<file path="src/rtl/core/assert_macros.svh">
// ----------------------------------------------------------------------------
// assert_macros.svh
// Concurrent assertion shorthands, clocked on clk_i and disabled in reset.
// ----------------------------------------------------------------------------
`ifndef ASSERT_MACROS_SVH
`define ASSERT_MACROS_SVH

// Property must hold at every clock edge outside reset.
`define QLU_ASSERT(lbl, prop, msg) \
  lbl: assert property (@(posedge clk_i) disable iff (!rst_ni) (prop)) else $error(msg);

// Expression must never be true outside reset.
`define QLU_ASSERT_NEVER(lbl, expr, msg) \
  lbl: assert property (@(posedge clk_i) disable iff (!rst_ni) !(expr)) else $error(msg);

`endif

</file>
<file path="src/rtl/core/qlu_pkg.sv">
// ----------------------------------------------------------------------------
// qlu_pkg
// Types and constants shared by the quoted literal unescaper.
// ----------------------------------------------------------------------------
package qlu_pkg;

  // Result kinds
  typedef enum logic [1:0] {
    KIND_DATA = 2'd0,
    KIND_END  = 2'd1,
    KIND_ERR  = 2'd2
  } kind_e;

  // Error codes
  typedef enum logic [2:0] {
    ERR_NONE      = 3'd0,
    ERR_OPEN      = 3'd1,
    ERR_CLOSE     = 3'd2,
    ERR_IN_ESC    = 3'd3,
    ERR_BAD_ESC   = 3'd4,
    ERR_BAD_HEX   = 3'd5
  } err_e;

  // Input transfer
  typedef struct packed {
    logic [7:0] in_byte;
    logic       final_byte;
  } in_t;

  // Output transfer
  typedef struct packed {
    logic [7:0] out_byte;
    kind_e      kind;
    err_e       error_code;
  } out_t;

  // Characters of interest
  localparam logic [7:0] CH_DQUOTE = 8'h22;
  localparam logic [7:0] CH_SQUOTE = 8'h27;
  localparam logic [7:0] CH_BSLASH = 8'h5C;
  localparam logic [7:0] CH_X      = 8'h78;
  localparam logic [7:0] CH_N      = 8'h6E;
  localparam logic [7:0] CH_R      = 8'h72;
  localparam logic [7:0] CH_T      = 8'h74;
  localparam logic [7:0] CH_B      = 8'h62;
  localparam logic [7:0] CH_F      = 8'h66;
  localparam logic [7:0] CH_V      = 8'h76;
  localparam logic [7:0] CH_0      = 8'h30;
  localparam logic [7:0] CH_9      = 8'h39;
  localparam logic [7:0] CH_LA     = 8'h61;
  localparam logic [7:0] CH_LF     = 8'h66;
  localparam logic [7:0] CH_UA     = 8'h41;
  localparam logic [7:0] CH_UF     = 8'h46;

  // Control bytes produced by escapes
  localparam logic [7:0] BYTE_LF = 8'd10;
  localparam logic [7:0] BYTE_CR = 8'd13;
  localparam logic [7:0] BYTE_HT = 8'd9;
  localparam logic [7:0] BYTE_BS = 8'd8;
  localparam logic [7:0] BYTE_FF = 8'd12;
  localparam logic [7:0] BYTE_VT = 8'd11;

  // Hex digit decode: {valid, nibble}
  function automatic logic [4:0] hex_digit(input logic [7:0] c);
    logic [7:0] t;
    t = 8'd0;
    if (c >= CH_0 && c <= CH_9) begin
      t = c - CH_0;
      return {1'b1, t[3:0]};
    end
    if (c >= CH_LA && c <= CH_LF) begin
      t = c - CH_LA + 8'd10;
      return {1'b1, t[3:0]};
    end
    if (c >= CH_UA && c <= CH_UF) begin
      t = c - CH_UA + 8'd10;
      return {1'b1, t[3:0]};
    end
    return 5'd0;
  endfunction

endpackage

</file>
<file path="src/rtl/core/qlu_decode.sv">
// ----------------------------------------------------------------------------
// qlu_decode
// Literal parser state and per-byte decode; state advances on fire_i.
// ----------------------------------------------------------------------------
module qlu_decode (
  input  logic         clk_i,
  input  logic         rst_ni,
  input  logic         fire_i,
  input  qlu_pkg::in_t item_i,
  output logic         has_res_o,
  output qlu_pkg::out_t res_o
);
  import qlu_pkg::*;

  typedef enum logic [2:0] {
    PH_OPEN = 3'd0,
    PH_BODY = 3'd1,
    PH_ESC  = 3'd2,
    PH_HEX1 = 3'd3,
    PH_HEX2 = 3'd4,
    PH_SKIP = 3'd5
  } phase_e;

  phase_e     phase_q, phase_d;
  logic [3:0] nib_q, nib_d;
  logic [7:0] c;
  logic       fin;
  logic [4:0] hex;

  assign c   = item_i.in_byte;
  assign fin = item_i.final_byte;
  assign hex = hex_digit(c);

  // Next state and result for the current byte
  always_comb begin
    phase_d   = phase_q;
    nib_d     = nib_q;
    has_res_o = 1'b0;
    res_o     = '{out_byte: 8'd0, kind: KIND_DATA, error_code: ERR_NONE};
    unique case (phase_q)
      PH_BODY: begin
        if (fin) begin
          phase_d   = PH_OPEN;
          has_res_o = 1'b1;
          if (c == CH_DQUOTE) begin
            res_o.kind = KIND_END;
          end else begin
            res_o.kind       = KIND_ERR;
            res_o.error_code = ERR_CLOSE;
          end
        end else if (c == CH_BSLASH) begin
          phase_d = PH_ESC;
        end else begin
          has_res_o      = 1'b1;
          res_o.out_byte = c;
        end
      end
      PH_ESC: begin
        has_res_o = 1'b1;
        if (fin) begin
          phase_d          = PH_OPEN;
          res_o.kind       = KIND_ERR;
          res_o.error_code = ERR_IN_ESC;
        end else begin
          phase_d = PH_BODY;
          case (c)
            CH_SQUOTE, CH_DQUOTE, CH_BSLASH: res_o.out_byte = c;
            CH_N: res_o.out_byte = BYTE_LF;
            CH_R: res_o.out_byte = BYTE_CR;
            CH_T: res_o.out_byte = BYTE_HT;
            CH_B: res_o.out_byte = BYTE_BS;
            CH_F: res_o.out_byte = BYTE_FF;
            CH_V: res_o.out_byte = BYTE_VT;
            CH_X: begin
              phase_d   = PH_HEX1;
              has_res_o = 1'b0;
            end
            default: begin
              phase_d          = PH_SKIP;
              res_o.kind       = KIND_ERR;
              res_o.error_code = ERR_BAD_ESC;
            end
          endcase
        end
      end
      PH_HEX1, PH_HEX2: begin
        if (fin) begin
          phase_d          = PH_OPEN;
          has_res_o        = 1'b1;
          res_o.kind       = KIND_ERR;
          res_o.error_code = ERR_IN_ESC;
        end else if (!hex[4]) begin
          phase_d          = PH_SKIP;
          has_res_o        = 1'b1;
          res_o.kind       = KIND_ERR;
          res_o.error_code = ERR_BAD_HEX;
        end else if (phase_q == PH_HEX1) begin
          phase_d = PH_HEX2;
          nib_d   = hex[3:0];
        end else begin
          phase_d        = PH_BODY;
          has_res_o      = 1'b1;
          res_o.out_byte = {nib_q, hex[3:0]};
        end
      end
      PH_SKIP: begin
        if (fin) phase_d = PH_OPEN;
      end
      default: begin
        // expecting the opening quote; unused codes land here too
        if (c != CH_DQUOTE) begin
          phase_d          = fin ? PH_OPEN : PH_SKIP;
          has_res_o        = 1'b1;
          res_o.kind       = KIND_ERR;
          res_o.error_code = ERR_OPEN;
        end else if (fin) begin
          phase_d          = PH_OPEN;
          has_res_o        = 1'b1;
          res_o.kind       = KIND_ERR;
          res_o.error_code = ERR_CLOSE;
        end else begin
          phase_d = PH_BODY;
        end
      end
    endcase
  end

  // Parser state
  always_ff @(posedge clk_i or negedge rst_ni) begin
    if (!rst_ni) begin
      phase_q <= PH_OPEN;
      nib_q   <= 4'd0;
    end else if (fire_i) begin
      phase_q <= phase_d;
      nib_q   <= nib_d;
    end
  end

  `include "assert_macros.svh"

  `QLU_ASSERT(a_final_reopens, fire_i && fin |=> phase_q == PH_OPEN, "final byte must end literal")
  `QLU_ASSERT_NEVER(a_skip_silent, phase_q == PH_SKIP && has_res_o, "result while skipping")

endmodule

</file>
<file path="src/rtl/core/quoted_literal_unescaper.sv">
// ----------------------------------------------------------------------------
// quoted_literal_unescaper
// Decodes the bytes of double-quoted literals, one byte per cycle unless stalled.
//
// Every input transfer is one raw byte of a literal, with final_byte marking
// the closing byte. The block accepts one byte each clock cycle unless stalled
// and gives at most one result per byte: a decoded byte, an end marker on a
// correct close, or an error once, after which bytes are dropped up to the
// final byte. A byte lands in the input register at its transfer, is decoded
// by the parser logic and its result is captured in the output register,
// from which it is offered. While a result waits on out_stall_i the input
// register still takes one byte; bytes that give no result keep flowing, and
// a byte with a result waits there until the output register frees. The
// parser state updates with every byte that leaves the input register, which
// sets the rate of one byte per cycle while no result waits on out_stall_i.
// ----------------------------------------------------------------------------
module quoted_literal_unescaper (
  input  logic          clk_i,
  input  logic          rst_ni,
  input  logic          in_valid_i,
  output logic          in_stall_o,
  input  qlu_pkg::in_t  in_data_i,
  output logic          out_valid_o,
  input  logic          out_stall_i,
  output qlu_pkg::out_t out_data_o
);
  import qlu_pkg::*;

  logic  in_valid_q;
  in_t   in_q;
  logic  out_valid_q;
  out_t  out_q;
  logic  has_res;
  out_t  res;
  logic  out_free;
  logic  adv;
  logic  in_fire;

  // Stage handshake: an item leaves the input register when its result fits or it gives none
  assign out_free   = !out_valid_q || !out_stall_i;
  assign adv        = in_valid_q && (out_free || !has_res);
  assign in_stall_o = in_valid_q && !adv;
  assign in_fire    = in_valid_i && !in_stall_o;

  qlu_decode u_decode (
    .clk_i     (clk_i),
    .rst_ni    (rst_ni),
    .fire_i    (adv),
    .item_i    (in_q),
    .has_res_o (has_res),
    .res_o     (res)
  );

  // Input register
  always_ff @(posedge clk_i or negedge rst_ni) begin
    if (!rst_ni) begin
      in_valid_q <= 1'b0;
    end else if (in_fire) begin
      in_valid_q <= 1'b1;
    end else if (adv) begin
      in_valid_q <= 1'b0;
    end
  end

  always_ff @(posedge clk_i) begin
    if (in_fire) in_q <= in_data_i;
  end

  // Result register
  always_ff @(posedge clk_i or negedge rst_ni) begin
    if (!rst_ni) begin
      out_valid_q <= 1'b0;
    end else if (adv && has_res) begin
      out_valid_q <= 1'b1;
    end else if (!out_stall_i) begin
      out_valid_q <= 1'b0;
    end
  end

  always_ff @(posedge clk_i) begin
    if (adv && has_res) out_q <= res;
  end

  assign out_valid_o = out_valid_q;
  assign out_data_o  = out_q;

  `include "assert_macros.svh"

  `QLU_ASSERT(a_data_no_err, out_valid_q && out_q.kind == KIND_DATA |-> out_q.error_code == ERR_NONE, "data result carries error code")
  `QLU_ASSERT(a_err_coded, out_valid_q && out_q.kind == KIND_ERR |-> out_q.error_code != ERR_NONE && out_q.out_byte == 8'd0, "error result malformed")
  `QLU_ASSERT(a_held_item, in_valid_q && !adv |=> in_valid_q && $stable(in_q), "pending byte lost")

endmodule
</file>
<file path="config.mk">
export PLATFORM = sky130hd
export DESIGN_NAME = quoted_literal_unescaper
export DESIGN_NICKNAME = d
export VERILOG_FILES = /design/src/rtl/core/qlu_pkg.sv /design/src/rtl/core/qlu_decode.sv /design/src/rtl/core/quoted_literal_unescaper.sv
export VERILOG_INCLUDE_DIRS = /design/src /design/src/rtl/core
export SDC_FILE = /design/constraint.sdc
export NUM_CORES = 1
export LEC_CHECK = 0
export ABC_CLOCK_PERIOD_IN_PS = 4500
export BUFFER_PORTS_ARGS = -buffer_cell sky130_fd_sc_hd__buf_4
export CORE_AREA = 2 2 63 65
export DETAILED_ROUTE_END_ITERATION = 8
export DIE_AREA = 0 0 65 67
export GPL_TIMING_DRIVEN = 0
export PLACE_DENSITY_LB_ADDON = 0.1
export SLEW_MARGIN = 20
export SYNTH_ARGS = -nofsm -noshare
export SYNTH_HDL_FRONTEND = slang
export SYNTH_HIERARCHICAL = 1
export SYNTH_SLANG_ARGS = --single-unit
</file>
<file path="constraint.sdc">
create_clock -name clk_i -period 4.5 [get_ports clk_i]
set_input_delay 0.225 -clock clk_i [delete_from_list [all_inputs] [get_ports clk_i]]
set_output_delay 0.225 -clock clk_i [all_outputs]
set_load 0.02 [all_outputs]
</file>
==> reports/results.tsv, run 1 <==
metric	value	unit
powerDensity	499	nW/um^2
async_reset_ff_share	29.0	%
fin_crit	3550	ps
finalPower	1.16	mW
r2r_start	in_q[1]	
drc_errors	0	
antenna_left	0	
clockRootBuffer	clkbuf_8	
dp_hpwl	3.36	mm
cts_made_buffers	5	
cts-hold-fix-buffers	1	
drive_above_1_share	22.0	%
synth_edf_count	22	
io_buffer_count	27	
skew	1.81	ps
rr_worst_depth	11	
critPathArrivalTime	3730	ps
antennaDiodeCount	0	
fin_cells	275	
grt_pass1_wl	7.42	mm
startpoint_type	flip-flop	
clk_latency	290	ps
cts-resized-gates	0	
core_area	3610	sq um
post-route-period-util	79.0	%
avgSynthCellArea	10.3	sq um
setup_viol	0	
drt-pass1-iter-count	4	
mostFrequentLayoutCell	buf_4	
cts_tree	built	
gp_congestion	0.980	
ys_ff_latch	31	
grt_pass1_vias	1586	
tns	0	ps
grt_max_degree	14	
die_area	4360	sq um
cts_sinks	31	
die_x	65	microns
drv_cap	0	
io_pins	28	
htreeDepth	2	
maxSlewViolCount	0	
min_path_cells	1	
grt_usage	23.0	%
drt-total-wl	4.40	mm
leakage	0.947	nW
yosys_warnings	6	
fmax	281	MHz
min_to	in_q[8]	
critPathRequiredTime	4670	ps
synthesis.area	1960	sq um
fin_nets	243	
status	finished clean	
syn_inst	191	
cp_max_fo	7	
final_cell_mix	27 x buf_4, 22 x edfxtp_1, 13 x nor2_1, 12 x nand2_1	
syn_nets	208	
initial_core_util	54.5	%
post_cts_buffers	0	
fin_util	64.5	%
slew_headroom	49.8	%
avgRoutedWirePerCell	16.0	microns
place_inst	266	
areaGrowthSynthToFinish	18.3	%
seq_area_frac_synth	45.1	%
die_h	67	microns
rows	22	
worst-setup-path-type	flip-flop to flip-flop	
worst_pin_slew	753	ps
vias	1641	
clk_path_buf_depth	2	
peakVddDrop	0.288	mV
setup.worst_path.end_class	flip-flop	
r2r-end	u_decode/nib_q[2]	
rsz0062_at_grt	no	
ys.flop_type	edfxtp_1	
antenna_found_initial	0	
hold_viol_final	0	
cts.clk_slew.worst_paths	60	ps
grt-ovfl-total	0	
r2r_setup_slack	950	ps
hp-class	primary input to flip-flop	
initialDrtViolationCount	152	
hp-start	in_data_i[8]	
synth.distinct_cells	55	
vias_per_cell	5.97	
-- per-layer routing --
metal / wire length [microns] / share of wire [%] / global-route usage (%)
met5: 0 / 0 / 0
met4: 92 / 2.1 / 13.0
met3: 307 / 7.0 / 3.89
met2: 2080 / 47 / 36.3
met1: 1930 / 44 / 29.8
-- worst max path at each step --
stage | from | end | cells after the start
2_1_floorplan | in_q[1] | u_decode/nib_q[0] | 11
3_3_place_gp | in_q[1] | out_data_o[5] | 9
3_5_place_dp | in_q[1] | u_decode/nib_q[2] | 11
4_1_cts | in_q[1] | u_decode/nib_q[2] | 11
5_1_grt | in_q[1] | u_decode/nib_q[2] | 11
6_report | in_q[1] | u_decode/nib_q[2] | 11
-- power by group --
part           switching, mW  total (mW)  leakage (nW)  internal [mW]
logic                  0.319       0.513         0.575          0.194
clock network         0.0992       0.204        0.0477          0.105
registers             0.0464       0.442         0.324          0.396
-- sequential cells by signal (all words and copies together), names as in the netlist --
register / count
out_valid_o: 1
u_decode/nib_q: 4
in_q: 9
out_data_o: 13
u_decode/phase_q: 3
in_valid_q: 1
-- Yosys cell counts (all sizes together), types with 3 or more instances --
cell / instances / area share (%)
nand2b: 8 / 2.5
nor2b: 3 / 0.96
clkbuf: 7 / 1.3
and2: 3 / 0.96
mux2: 3 / 2.3
nor3b: 4 / 1.5
nand3: 7 / 1.8
edfxtp: 22 / 34
nor2: 14 / 3.1
o22ai: 3 / 0.96
a22o: 3 / 1.3
a31oi: 7 / 2.2
dfrtp: 9 / 11
a21oi: 8 / 2.0
nand4: 4 / 1.6
and3: 3 / 0.96
inv: 11 / 2.1
o21ai: 11 / 2.8
nor3: 4 / 1.0
nand2: 12 / 2.3
ha: 4 / 2.5
-- critical path, stage by stage, from the launching register on --
cell	delay [ps]
edfxtp_1	510
inv_1	140
ha_1	220
nor3b_1	110
a211oi_4	390
or2_2	270
a21oi_1	80
o311a_1	360
a31oi_1	320
inv_1	190
nor4_4	500
mux2_4	340
-- cell type report --
| type | count | area [sq um] |
|---|---|---|
| Clock buffer | 5 | 68.8 |
| Sequential cell | 31 | 886 |
| Tap cell | 48 | 60.1 |
| Buffer | 9 | 42.5 |
| Timing Repair Buffer | 28 | 213 |
| Multi-Input combinational cell | 140 | 998 |
| Clock inverter | 3 | 15.0 |
| Fill cell | 297 | 1280 |
| Inverter | 11 | 41.3 |
-- cells by family after synthesis --
kind of cell	after synthesis	share of synthesized area, %
DFF	31	45.1
xor gates and xnor gates	3	1.34
adders and majority gates	4	2.55
AOI/OAI and AO/OA	55	20.3
and+or+nand+nor	73	23.1
muxes	5	3.31
buffers and inverters	20	4.27
-- per-stage QoR --
stage / hold WS, ps / setup WS (ps) / instance area, sq um
floorplan: -70.6 / 1390 / 1960
global placement: 61.2 / 904 / 2230
global route: 105 / 661 / 2320
detailed placement: 60.9 / 944 / 2230
finish: 112 / 947 / 2320
CTS: 108 / 927 / 2320
Power figures use the tool's default switching activity.
==> inputs of run 2 (changes only) <==
--- a/config.mk
+++ b/config.mk
@@ -6,7 +6,8 @@
 export SDC_FILE = /design/constraint.sdc
 export NUM_CORES = 1
 export LEC_CHECK = 0
-export ABC_CLOCK_PERIOD_IN_PS = 4500
+export ABC_AREA = 1
+export ABC_CLOCK_PERIOD_IN_PS = 3450
 export BUFFER_PORTS_ARGS = -buffer_cell sky130_fd_sc_hd__buf_4
 export CORE_AREA = 2 2 63 65
 export DETAILED_ROUTE_END_ITERATION = 8
==> constraint.sdc (replaced) <==
create_clock -name clk_i -period 3.45 [get_ports clk_i]
set_input_delay 0.1725 -clock clk_i [delete_from_list [all_inputs] [get_ports clk_i]]
set_output_delay 0.1725 -clock clk_i [all_outputs]
set_load 0.02 [all_outputs]
==> run 2 against run 1 <==
Critical path depth rose by 1. Global-route usage shrank 2.9 points. Count of clock-buffer cells in the layout up 2. Die area is the same. Core utilization is 0.31 points lower. Maximum frequency rose by 26%. Power increased by 34%. Combinational power up 24%. Worst hold slack worse by 53 ps. Cell count up 15%. Critical endpoint is now in_q[1].
==> reports/results.tsv, run 2 <==
metric	value	unit	change
status	finished clean		unchanged
setup.worst_path.end_class	flip-flop		unchanged
synth_top_cell_by_area	edfxtp_1		unchanged
dp_hpwl	2.98	mm	was 3.36 mm
synth_edf_count	22		unchanged
clk_path_buf_depth	2		unchanged
multi_input_area	883	sq um	was 998 sq um
cts-resized-gates	0		unchanged
fin_crit	2810	ps	was 3550 ps
whs	58.9	ps	was 112 ps
fin_cells	316		was 275
antenna_found_initial	0		unchanged
r2r_setup_slack	640	ps	was 950 ps
hp-start	in_data_i[8]		unchanged
min_to	in_q[8]		unchanged
worst-setup-path-type	flip-flop to flip-flop		unchanged
regArea	886	sq um	unchanged
synth.cells.most_frequent	42 x nand2_1, 31 x nor2_1, 28 x inv_1		was 22 x edfxtp_1, 13 x nor2_1, 12 x nand2_1
post-route-period-util	81.5	%	was 79.0%
synthesis.area	1930	sq um	was 1960 sq um
mostFrequentLayoutCell	nand2_1		was buf_4
worst_pin_slew	637	ps	was 753 ps
powerDensity	669	nW/um^2	was 499 nW/um^2
ys_ff_latch	31		unchanged
die_area	4360	sq um	unchanged
cts.clk_slew.worst_paths	60	ps	about the same
seq_area_frac_synth	45.9	%	was 45.1%
syn_inst	232		was 191
initial_core_util	53.5	%	was 54.5%
cp_max_fo	9		was 7
vias_per_cell	5.21		was 5.97
initialDrtViolationCount	90		was 152
avgSynthCellArea	8.31	sq um	was 10.3 sq um
drc_errors	0		unchanged
critPathRequiredTime	3370	ps	was 4670 ps
yosys.cell_count.top_type	nand2_1		was edfxtp_1
antenna_left	0		unchanged
met1_length	1.70	mm	was 1.93 mm
leakage	1.04	nW	was 0.947 nW
fin_nets	284		was 243
grt_max_degree	14		unchanged
async_reset_ff_share	29.0	%	unchanged
vias	1645		was 1641
avgRoutedWirePerCell	12.0	microns	was 16.0 microns
r2r-end	in_q[1]		was u_decode/nib_q[2]
io_pins	28		unchanged
hp-class	primary input to flip-flop		unchanged
synth_area_leaders	edfxtp_1 34%, dfrtp_1 12%, nand2_1 8.2%		was edfxtp_1 34%, dfrtp_1 11%, o21ai_0 2.8%
drt-total-wl	3.79	mm	was 4.40 mm
rsz0062_at_grt	no		unchanged
drt-pass1-iter-count	4		unchanged
slew_headroom	57.4	%	was 49.8%
die_h	67	microns	unchanged
final_cell_mix	42 x nand2_1, 31 x nor2_1, 28 x inv_1, 27 x buf_4, 22 x edfxtp_1		was 27 x buf_4, 22 x edfxtp_1, 13 x nor2_1, 12 x nand2_1
tns	0	ps	unchanged
io_buffer_count	27		unchanged
synth.distinct_cells	29		was 55
skew	6.08	ps	was 1.81 ps
peakVddDrop	0.318	mV	was 0.288 mV
min_path_cells	1		unchanged
die_x	65	microns	unchanged
met3_length	268	microns	was 307 microns
rr_worst_depth	12		was 11
gp_congestion	0.903		was 0.980
clk_latency	280	ps	was 290 ps
n_fill_cell	297		unchanged
cts_tree	built		unchanged
setup_viol	0		unchanged
rows	22		unchanged
htreeDepth	2		unchanged
core_area	3610	sq um	unchanged
grt_pass1_vias	1476		was 1586
yosys_warnings	6		unchanged
clockRootBuffer	clkbuf_8		unchanged
hold_viol_final	0		unchanged
yosysTopAreaCellShare	34.3	%	was 33.6%
ys.flop_type	edfxtp_1		unchanged
critPathArrivalTime	2730	ps	was 3730 ps
cts_made_buffers	5		unchanged
areaGrowthSynthToFinish	20.0	%	was 18.3%
antennaDiodeCount	0		unchanged
place_inst	307		was 266
grt_usage	20.0	%	was 23.0%
maxSlewViolCount	0		unchanged
wl_met2	1.74	mm	was 2.08 mm
grt-ovfl-total	0		unchanged
r2r_start	in_q[1]		unchanged
cts_sinks	31		unchanged
grt_pass1_wl	6.51	mm	was 7.42 mm
syn_nets	249		was 208
largest_reg_flops	13		unchanged
startpoint_type	flip-flop		unchanged
drv_cap	0		unchanged
drive_above_1_share	25.7	%	was 22.0%
routed.top_layer	met4		unchanged
fmax	355	MHz	was 281 MHz
## run 2: cell count changes after synthesis, moves of 8 or more
| cell | change |
|---|---|
| nand3_1 | +14 |
| o21ai_1 | +11 |
| nand2b_1 | -8 |
| inv_2 | +10 |
| nand2_1 | +30 |
| inv_1 | +17 |
| o21ai_0 | -10 |
| nor2_1 | +18 |
## run 2: final cells by class
| class | count | area share, % |
|---|---|---|
| clock inverters | 1 | 0.216 |
| well taps | 48 | 2.60 |
| flip-flops and latches | 31 | 38.3 |
| clock buffers | 7 | 4.65 |
| inverters | 38 | 6.17 |
| multi-input cells | 161 | 38.2 |
| repair buffers | 28 | 9.19 |
| plain buffers | 2 | 0.703 |
## run 2: power by group
part / switching (mW) / total [mW] / internal [mW]
clock: 0.128 / 0.332 / 0.204
sequential: 0.0479 / 0.580 / 0.532
combinational: 0.412 / 0.637 / 0.224
## run 2: repair_timing
action	in CTS	in global routing
buffers inserted	0	0
hold buffers	1	0
setup endpoints to repair	0	0
hold endpoints to repair	9	0
## run 2: layer usage
| metal | up-vias | track usage [%] |
|---|---|---|
| met1 | 720 | 25.2 |
| met4 | 0 | 8.51 |
| li1 | 840 | - |
| met2 | 75 | 32.1 |
| met5 | - | 0 |
| met3 | 10 | 5.91 |
## run 2: cell families (layout without fill, tap and decap cells)
family | count (synthesis) | after routing | share of synthesized area [%]
muxes | 1 | 1 | 0.519
adders and majority gates | 4 | 4 | 2.60
buffers and inverters | 40 | 76 | 8.24
and+or+nand+nor | 127 | 127 | 34.1
AOI/OAI and AO/OA | 29 | 29 | 8.57
DFF | 31 | 31 | 45.9
## run 2: worst max path at each step
stage / end / slack [ps] / from
6_report: in_q[1] / 640 / in_q[1]
2_1_floorplan: in_q[0] / 1030 / in_q[1]
3_3_place_gp: in_q[2] / 660 / in_q[1]
4_1_cts: in_q[2] / 630 / in_q[1]
5_1_grt: in_q[2] / 330 / in_q[2]
3_5_place_dp: in_q[2] / 660 / in_q[1]
## run 2: critical path, cell delays in order, from the launching register on
cell	delay, ps
edfxtp_1	480
inv_1	170
ha_1	310
inv_1	70
nand3_1	80
nand3_2	180
nand3_1	210
nand3b_1	100
nor2_1	140
nor2_1	80
nand3_2	90
nor2_2	50
nor2_1	490
## run 2: stage by stage
stage | area [sq um] | util (%) | setup WS, ps | power [mW]
floorplan | 1930 | - | 1030 | 1.03
global route | 2310 | 64.2 | 325 | 1.65
detailed placement | 2190 | 60.8 | 657 | 1.22
global placement | 2190 | 60.8 | 664 | 1.21
finish | 2310 | 64.2 | 637 | 1.55
CTS | 2310 | 64.2 | 634 | 1.55
